**config.mk**
```make
export PLATFORM = sky130hd
export DESIGN_NAME = tric_ctrl
export DESIGN_NICKNAME = d
export VERILOG_FILES = /design/src/rtl/tric_pkg.sv /design/src/rtl/tric_ctrl.sv
export SDC_FILE = /design/constraint.sdc
export NUM_CORES = 1
export LEC_CHECK = 0
export ABC_AREA = 1
export BUFFER_PORTS_ARGS = -buffer_cell sky130_fd_sc_hd__buf_2
export CAP_MARGIN = 20
export CORE_ASPECT_RATIO = 0.7
export CORE_MARGIN = 2
export CORE_UTILIZATION = 49
export CTS_BUF_LIST = sky130_fd_sc_hd__clkbuf_16
export DETAILED_ROUTE_END_ITERATION = 8
export HOLD_SLACK_MARGIN = 0.03
export PLACE_DENSITY = 0.71
export SLEW_MARGIN = 10
export SYNTH_ARGS = -nofsm -noshare
export SYNTH_HDL_FRONTEND = slang
export SYNTH_SLANG_ARGS = --single-unit
```
**constraint.sdc**
```tcl
create_clock -name clk -period 3.97 [get_ports clk]
set_input_delay 0.397 -clock clk [delete_from_list [all_inputs] [get_ports clk]]
set_output_delay 0.397 -clock clk [all_outputs]
set_load 0.1 [all_outputs]
```
**src/rtl/tric_pkg.sv**
```systemverilog
`timescale 1ns / 1ps

package tric_pkg;

    // Largest graph the adjacency store holds.
    localparam int MAX_VERTICES = 64;
    // Width of a vertex number and of the vertex count register.
    localparam int VTX_W = 7;
    // Vertex counters with one spare bit for bound compares.
    localparam int EXT_W = VTX_W + 1;
    // Row address width of the adjacency store.
    localparam int ADDR_W = $clog2(MAX_VERTICES);
    // Population count of one half row.
    localparam int HALF_W = MAX_VERTICES / 2;
    localparam int PC_W = $clog2(HALF_W + 1);
    // Result width and its saturation value.
    localparam int CNT_W = 16;
    localparam logic [CNT_W-1:0] CNT_MAX = {CNT_W{1'b1}};
    // Input payload width: two vertex numbers rounded up to whole bytes.
    localparam int S_DATA_W = ((2 * VTX_W + 7) / 8) * 8;

    typedef logic [MAX_VERTICES-1:0] row_t;

    // Commands from the controller to the datapath.
    typedef struct packed {
        logic              edge_wr;   // an edge transfer is taken this cycle
        logic              clr_acc;   // start a new count
        logic              rd_en;     // read one adjacency row
        logic [ADDR_W-1:0] rd_addr;
        logic              latch_i;   // hold the row just read as the pivot row
        logic              scan;      // the row read this cycle is a partner row
        logic              finish;    // publish the result and clear the graph
    } tric_cmd_t;

    // Status from the datapath to the controller.
    typedef struct packed {
        logic             busy;       // partner rows still in the pipeline
        logic             out_free;   // output register can take a result
        logic [VTX_W-1:0] eff_n;      // vertex count limited to MAX_VERTICES
    } tric_sts_t;

    // Columns strictly above column j.
    function automatic row_t mask_above(input logic [ADDR_W-1:0] j);
        logic [VTX_W-1:0] amt;
        amt = VTX_W'(j) + VTX_W'(1);
        return {MAX_VERTICES{1'b1}} << amt;
    endfunction

    // Columns below n; all columns when n equals MAX_VERTICES.
    function automatic row_t mask_below(input logic [VTX_W-1:0] n);
        return ~({MAX_VERTICES{1'b1}} << n);
    endfunction

    function automatic logic [PC_W-1:0] popcount_half(input logic [HALF_W-1:0] v);
        logic [PC_W-1:0] sum;
        sum = '0;
        for (int b = 0; b < HALF_W; b++)
        begin
            sum = sum + PC_W'(v[b]);
        end
        return sum;
    endfunction

endpackage

```
**src/rtl/tric_ctrl.sv**
```systemverilog
`timescale 1ns / 1ps

module tric_ctrl (
    input  logic                clk,
    input  logic                rst_n,
    input  logic                s_tvalid,
    input  logic                s_tlast,
    output logic                s_tready,
    input  tric_pkg::tric_sts_t sts,
    output tric_pkg::tric_cmd_t cmd
);

    typedef enum logic [2:0] {
        ST_LOAD,
        ST_I_START,
        ST_I_LATCH,
        ST_J_SCAN,
        ST_DRAIN,
        ST_FINISH
    } state_t;

    state_t                     state_reg;
    logic [tric_pkg::VTX_W-1:0] i_reg;
    logic [tric_pkg::VTX_W-1:0] j_reg;
    logic                       take;
    logic                       no_pair;
    logic                       j_end;

    assign s_tready = (state_reg == ST_LOAD);
    assign take     = s_tvalid && s_tready;

    // Row i has no pair j<k above it once i+2 reaches n.
    assign no_pair = (tric_pkg::EXT_W'(i_reg) + tric_pkg::EXT_W'(2))
                     >= tric_pkg::EXT_W'(sts.eff_n);
    assign j_end   = (tric_pkg::VTX_W'(j_reg + tric_pkg::VTX_W'(1)) == sts.eff_n);

    always_comb
    begin
        cmd         = '0;
        cmd.edge_wr = take;
        cmd.clr_acc = take && s_tlast;
        case (state_reg)
            ST_I_START:
            begin
                cmd.rd_en   = !no_pair;
                cmd.rd_addr = i_reg[tric_pkg::ADDR_W-1:0];
            end
            ST_I_LATCH:
            begin
                cmd.latch_i = 1'b1;
            end
            ST_J_SCAN:
            begin
                cmd.rd_en   = 1'b1;
                cmd.rd_addr = j_reg[tric_pkg::ADDR_W-1:0];
                cmd.scan    = 1'b1;
            end
            ST_FINISH:
            begin
                cmd.finish = sts.out_free;
            end
            default:
            begin
                cmd.rd_en = 1'b0;
            end
        endcase
    end

    always_ff @(posedge clk or negedge rst_n)
    begin
        if (!rst_n)
        begin
            state_reg <= ST_LOAD;
            i_reg     <= '0;
            j_reg     <= '0;
        end
        else
        begin
            case (state_reg)
                ST_LOAD:
                begin
                    if (take && s_tlast)
                    begin
                        i_reg     <= '0;
                        state_reg <= ST_I_START;
                    end
                end
                ST_I_START:
                begin
                    if (no_pair)
                    begin
                        state_reg <= ST_DRAIN;
                    end
                    else
                    begin
                        j_reg     <= i_reg + tric_pkg::VTX_W'(1);
                        state_reg <= ST_I_LATCH;
                    end
                end
                ST_I_LATCH:
                begin
                    state_reg <= ST_J_SCAN;
                end
                ST_J_SCAN:
                begin
                    if (j_end)
                    begin
                        i_reg     <= i_reg + tric_pkg::VTX_W'(1);
                        state_reg <= ST_I_START;
                    end
                    else
                    begin
                        j_reg <= j_reg + tric_pkg::VTX_W'(1);
                    end
                end
                ST_DRAIN:
                begin
                    if (!sts.busy)
                    begin
                        state_reg <= ST_FINISH;
                    end
                end
                ST_FINISH:
                begin
                    if (sts.out_free)
                    begin
                        state_reg <= ST_LOAD;
                    end
                end
                default:
                begin
                    state_reg <= ST_LOAD;
                end
            endcase
        end
    end

endmodule

```
# == Word level (Yosys, flattened, before mapping) ==
# Cells that the tools add are included.
# W data, S select, Z words.
# classes
addsub,3
magnitude_cmp,1
n_eq_ne,12
mux,17
n_reduce_logical,9
# op_table
op,count
$mux W7,4
$pmux W7 S2,2
$pmux W3 S6,1
$mux W3,5
$add A7 B1 Y7 const B,2
$pmux W6 S2,1
$ne A2 B2 Y1 const B,5
$add A7 B2 Y8 const B,1
$ge A8 B7 Y1,1
$eq A7 B7 Y1,1
$eq A3 B2 Y1 const B,2
$eq A3 B3 Y1 const B,2
$reduce_and A3 Y1,2
$reduce_and A4 Y1,1
$reduce_bool A2 Y1,2
$eq A3 B1 Y1 const B,1
$logic_not A3 Y1,1
$mux W1,3
$logic_and A1 B1 Y1,2
$ne A2 B1 Y1 const B,1
$pmux W1 S2,1
$logic_not A1 Y1,1
# word_totals
reg_bits,17
in_bits,13
output_inout_bits,13
elab_cells,45

# == Logic depth before layout (Yosys ltp) ==
# logic_depth
ltp_word,5
ltp_mapped,14
depth_no_buf,14

# == Worst setup path after synthesis ==
# No wires, ideal clock.
# synth_timing
kind,reg-to-output
start,reg state_reg[2]
end,out cmd[0] (netlist name)
arrival_ns,3.356
required_time_ns,3.573
slack_ns,0.217
path_stages_with_launch,3
path_buffers,0
cell_sequence,dfrtp_1 inv_2 nor4_1
# synth_rtl
element,line,source
"start, declared",tric_ctrl.sv:22,state_t state_reg;
"start signal, assigned",tric_ctrl.sv:73,state_reg <= ST_LOAD;
"start signal, assigned",tric_ctrl.sv:85,state_reg <= ST_I_START;
"start signal, assigned",tric_ctrl.sv:92,state_reg <= ST_DRAIN;
"end, declared",tric_ctrl.sv:10,output tric_pkg::tric_cmd_t cmd

==> impl_results.md <==
* Slowest-stage cell, CP: buf_2
* Highest net fanout along the worst path at 5
* Clk buf depth at 2
* GRT overflow at 0
* GRT Total Usage at 0.2292
* Worst-skew pair later-pin latency at 0.25 ns
* Beginning of the worst register-to-register path: i_reg[1]
* Endpoint class of the critical path: primary output
* Pin count of the biggest net entering global routing at 18
* Fmax at 330.9 MHz
* Syn Area/Cell at 6.485 um2
* CTS Sinks at 17
* First-pass GRT wire length at 6520 um
* Setup crit start kind: flip-flop
* Die X at 72.20 um
* Setup TNS at 0 ns
* Starting Density at 0.5102
* Synthesized netlist cell count at 246
* Dpl hpwl at 3124 um
* Core area at 3127 um2
* Max Slew Vio Count at 0
* # setup viols final at 0
* Post-cts sizing count at 0
* Crit path largest cell delay at 0.43 ns
* Io pins at 26
* Initial DRC Count at 110
* Clock transition at path regs at 0.06 ns
* # rows at 17
* Post-DP Area at 1749 um2
* Status: finished clean
* CTS Buf Count at 3
* # DRC at 0
* Ys Warns at 0
* # nets final at 295
* Initial antenna violation count at 0
* Main combinational cell family by area after synthesis: simple AND/OR/NAND/NOR gates
* Reg2reg end: j_reg[6]
* ANT cells at 0
* Syn_nets at 269
* Die Height at 51.74 um
* Mux cell area share after synthesis at 0
* Die area at 3735 um2
* Post-CTS Setup Repair Bufs at 0
* Synth Register Bits at 17
* Drt total wl at 4024 um
* Final Wtd Congestion at 0.8908
* TritonRoute pass-1 iters at 4
* Port bufs at 25
* Reg2reg path depth at 13
* PD cells at 667.6 nW/um2
* Post-Synth Adder-Cell Area at 0.07843
* Max rail drop VDD at 572.4 uV
* Flop2flop setup slack at 1.37 ns
* Sequential-to-total area share from yosys stat at 0.2667
* Slew HR at 0.4891
* Area Growth Syn to Fin at 14.67%
* Leak Pwr at 1.013 nW
* Worst EP required at 3.57 ns
* Final Hold Fails at 0
* Final worst path period share at 0.7613
* Netlist Area Pre-Place at 1595 um2
* Antenna-violating nets left at 0
* RSZ-0062 raised after global routing: false
* Vias in the first global route at 1391
* Crit path DAT at 2.63 ns
* Hold crit path type: in2async
* Crit path time final at 3.022 ns
* Critical path class: reg2out
* CTS tree: built
* DR vias/cell at 5.236
* Final Skew at 0.004046 ns
* Via count at 1618
* Distinct cells, synth at 30
* Max cap viols at 0
* # hold bufs at CTS at 0
* Worst slew pin tran at 0.7635 ns
* Simple-gate share of the synthesized area at 0.4055
* Wirelength per Cell at 13.02 um
* Post-synthesis compound-gate area fraction at 0.09333
* Post-synthesis xor/xnor area fraction at 0.05490
* CP Cell Sequence: ha_1 -> nand3_1 -> xor2_1 -> inv_1 -> ha_1 -> a21oi_1 -> o21ai_0 -> a21oi_1 -> nand4_1 -> nand2_1 -> buf_2
* Layout cell share with drive strength beyond 1 at 0.1624
* H-tree levels at 1
* Final non-filler cell area at 1829 um2
* Clk root buf: clkbuf_16
[worst max path at each step]
stage,start,to,cells past startpoint,slack (ns)
after floorplan,state_reg[2],cmd[0],2,0.22
after global placement,i_reg[1],cmd[9],11,1.33
after detailed placement,i_reg[1],cmd[9],11,1.26
after CTS,i_reg[1],cmd[9],11,0.93
after global routing,i_reg[2],cmd[9],11,0.82
final,i_reg[1],cmd[9],11,0.95
[routing by layer]
layer  GRT usage  routed length [um]  share of wire
met5           0                   0              0
met4     0.03774                  14         0.0035
met3     0.05039                 218          0.054
met2      0.3379                1686           0.42
met1      0.3454                2105           0.52
[cell usage in the layout (no fill, tap or decap), types with 2 or more instances in the layout]
master     netlist  layout
nand3_1         25      25
clkbuf_16        0       3
nand2_2          2       2
o21ai_0         10      10
o21ai_1          3       3
xor2_1           7       7
ha_1            10      10
dfrtp_1         17      17
nand4_1          8       8
inv_2            3       3
nor2_1          25      25
a21oi_1          8       8
o22ai_1          3       3
nand2_4          2       2
nand2_1         69      69
buf_2            3      25
inv_1           32      32
nor2_2           4       4
xnor2_1          3       3
[kinds of logic after synthesis]
| family | after synthesis |
|---|---|
| buffers and inverters | 41 |
| DFF | 17 |
| adders and majority gates | 10 |
| xor gates and xnor gates | 10 |
| AOI/OAI and AO/OA | 27 |
| and+or+nand+nor | 141 |
[power breakdown]
| group | leakage, nW | total [W] | internal, W | switching, W |
|---|---|---|---|---|
| logic | 0.744 | 0.000760 | 0.000157 | 0.000603 |
| registers | 0.228 | 0.000250 | 0.000207 | 0.0000430 |
| clock network | 0.0409 | 0.000211 | 0.000135 | 0.0000761 |
[critical path: cells and delay by family, from the launching register on]
family	cells	cell delay, ns
and+or+nand+nor	3	0.37
adders and majority gates	2	0.52
DFF	1	0.42
AOI/OAI and AO/OA	3	0.41
buffers and inverters	2	0.49
xor gates and xnor gates	1	0.16
[metrics by stage]
step / utilization / std cells / power (W) / hold slack (ns) / worst slack [ns]
final: 0.5850 / 309 / 0.001221 / 0.07702 / 0.9477
after global routing: 0.5850 / 309 / 0.001298 / 0.1114 / 0.8225
after CTS: 0.5850 / 309 / 0.001221 / 0.08918 / 0.9334
after detailed placement: 0.5594 / 305 / 0.001009 / 0.3590 / 1.256
after global placement: 0.5594 / 305 / 0.001009 / 0.3520 / 1.326
after floorplan: - / 246 / 0.0008753 / 0.1014 / 0.2172
[area by class of cell]
type	instances	area (um2)
Sequential cell	17	425.4
Timing Repair Buffer	26	132.6
Fill cell	312	1297
Tap cell	38	47.55
Clock inverter	1	5.005
Multi-Input combinational cell	188	1008
Inverter	36	135.1
Clock buffer	3	75.07
[synthesized netlist by cell type]
cell type | instances | area, um2
nand2_1 | 69 | 259.0
inv_1 | 32 | 120.1
nand3_1 | 25 | 125.1
nor2_1 | 25 | 93.84
dfrtp_1 | 17 | 425.4
ha_1 | 10 | 125.1
o21ai_0 | 10 | 50.05
a21oi_1 | 8 | 40.04
nand4_1 | 8 | 50.05
xor2_1 | 7 | 61.31
nor2_2 | 4 | 25.02
buf_2 | 3 | 15.01
inv_2 | 3 | 11.26
o21ai_1 | 3 | 15.01
o22ai_1 | 3 | 18.77
xnor2_1 | 3 | 26.28
nand2_2 | 2 | 12.51
nand2_4 | 2 | 22.52
a22o_1 | 1 | 8.760
and3_1 | 1 | 6.260
buf_4 | 1 | 7.510
clkbuf_1 | 1 | 3.750
clkinv_1 | 1 | 3.750
nand3_2 | 1 | 10.01
nand3_4 | 1 | 17.52
nand3b_1 | 1 | 7.510
nor2_4 | 1 | 11.26
nor4_1 | 1 | 6.260
o21bai_1 | 1 | 7.510
o41ai_1 | 1 | 8.760
Note: power is estimated with default switching activity, not from simulation.
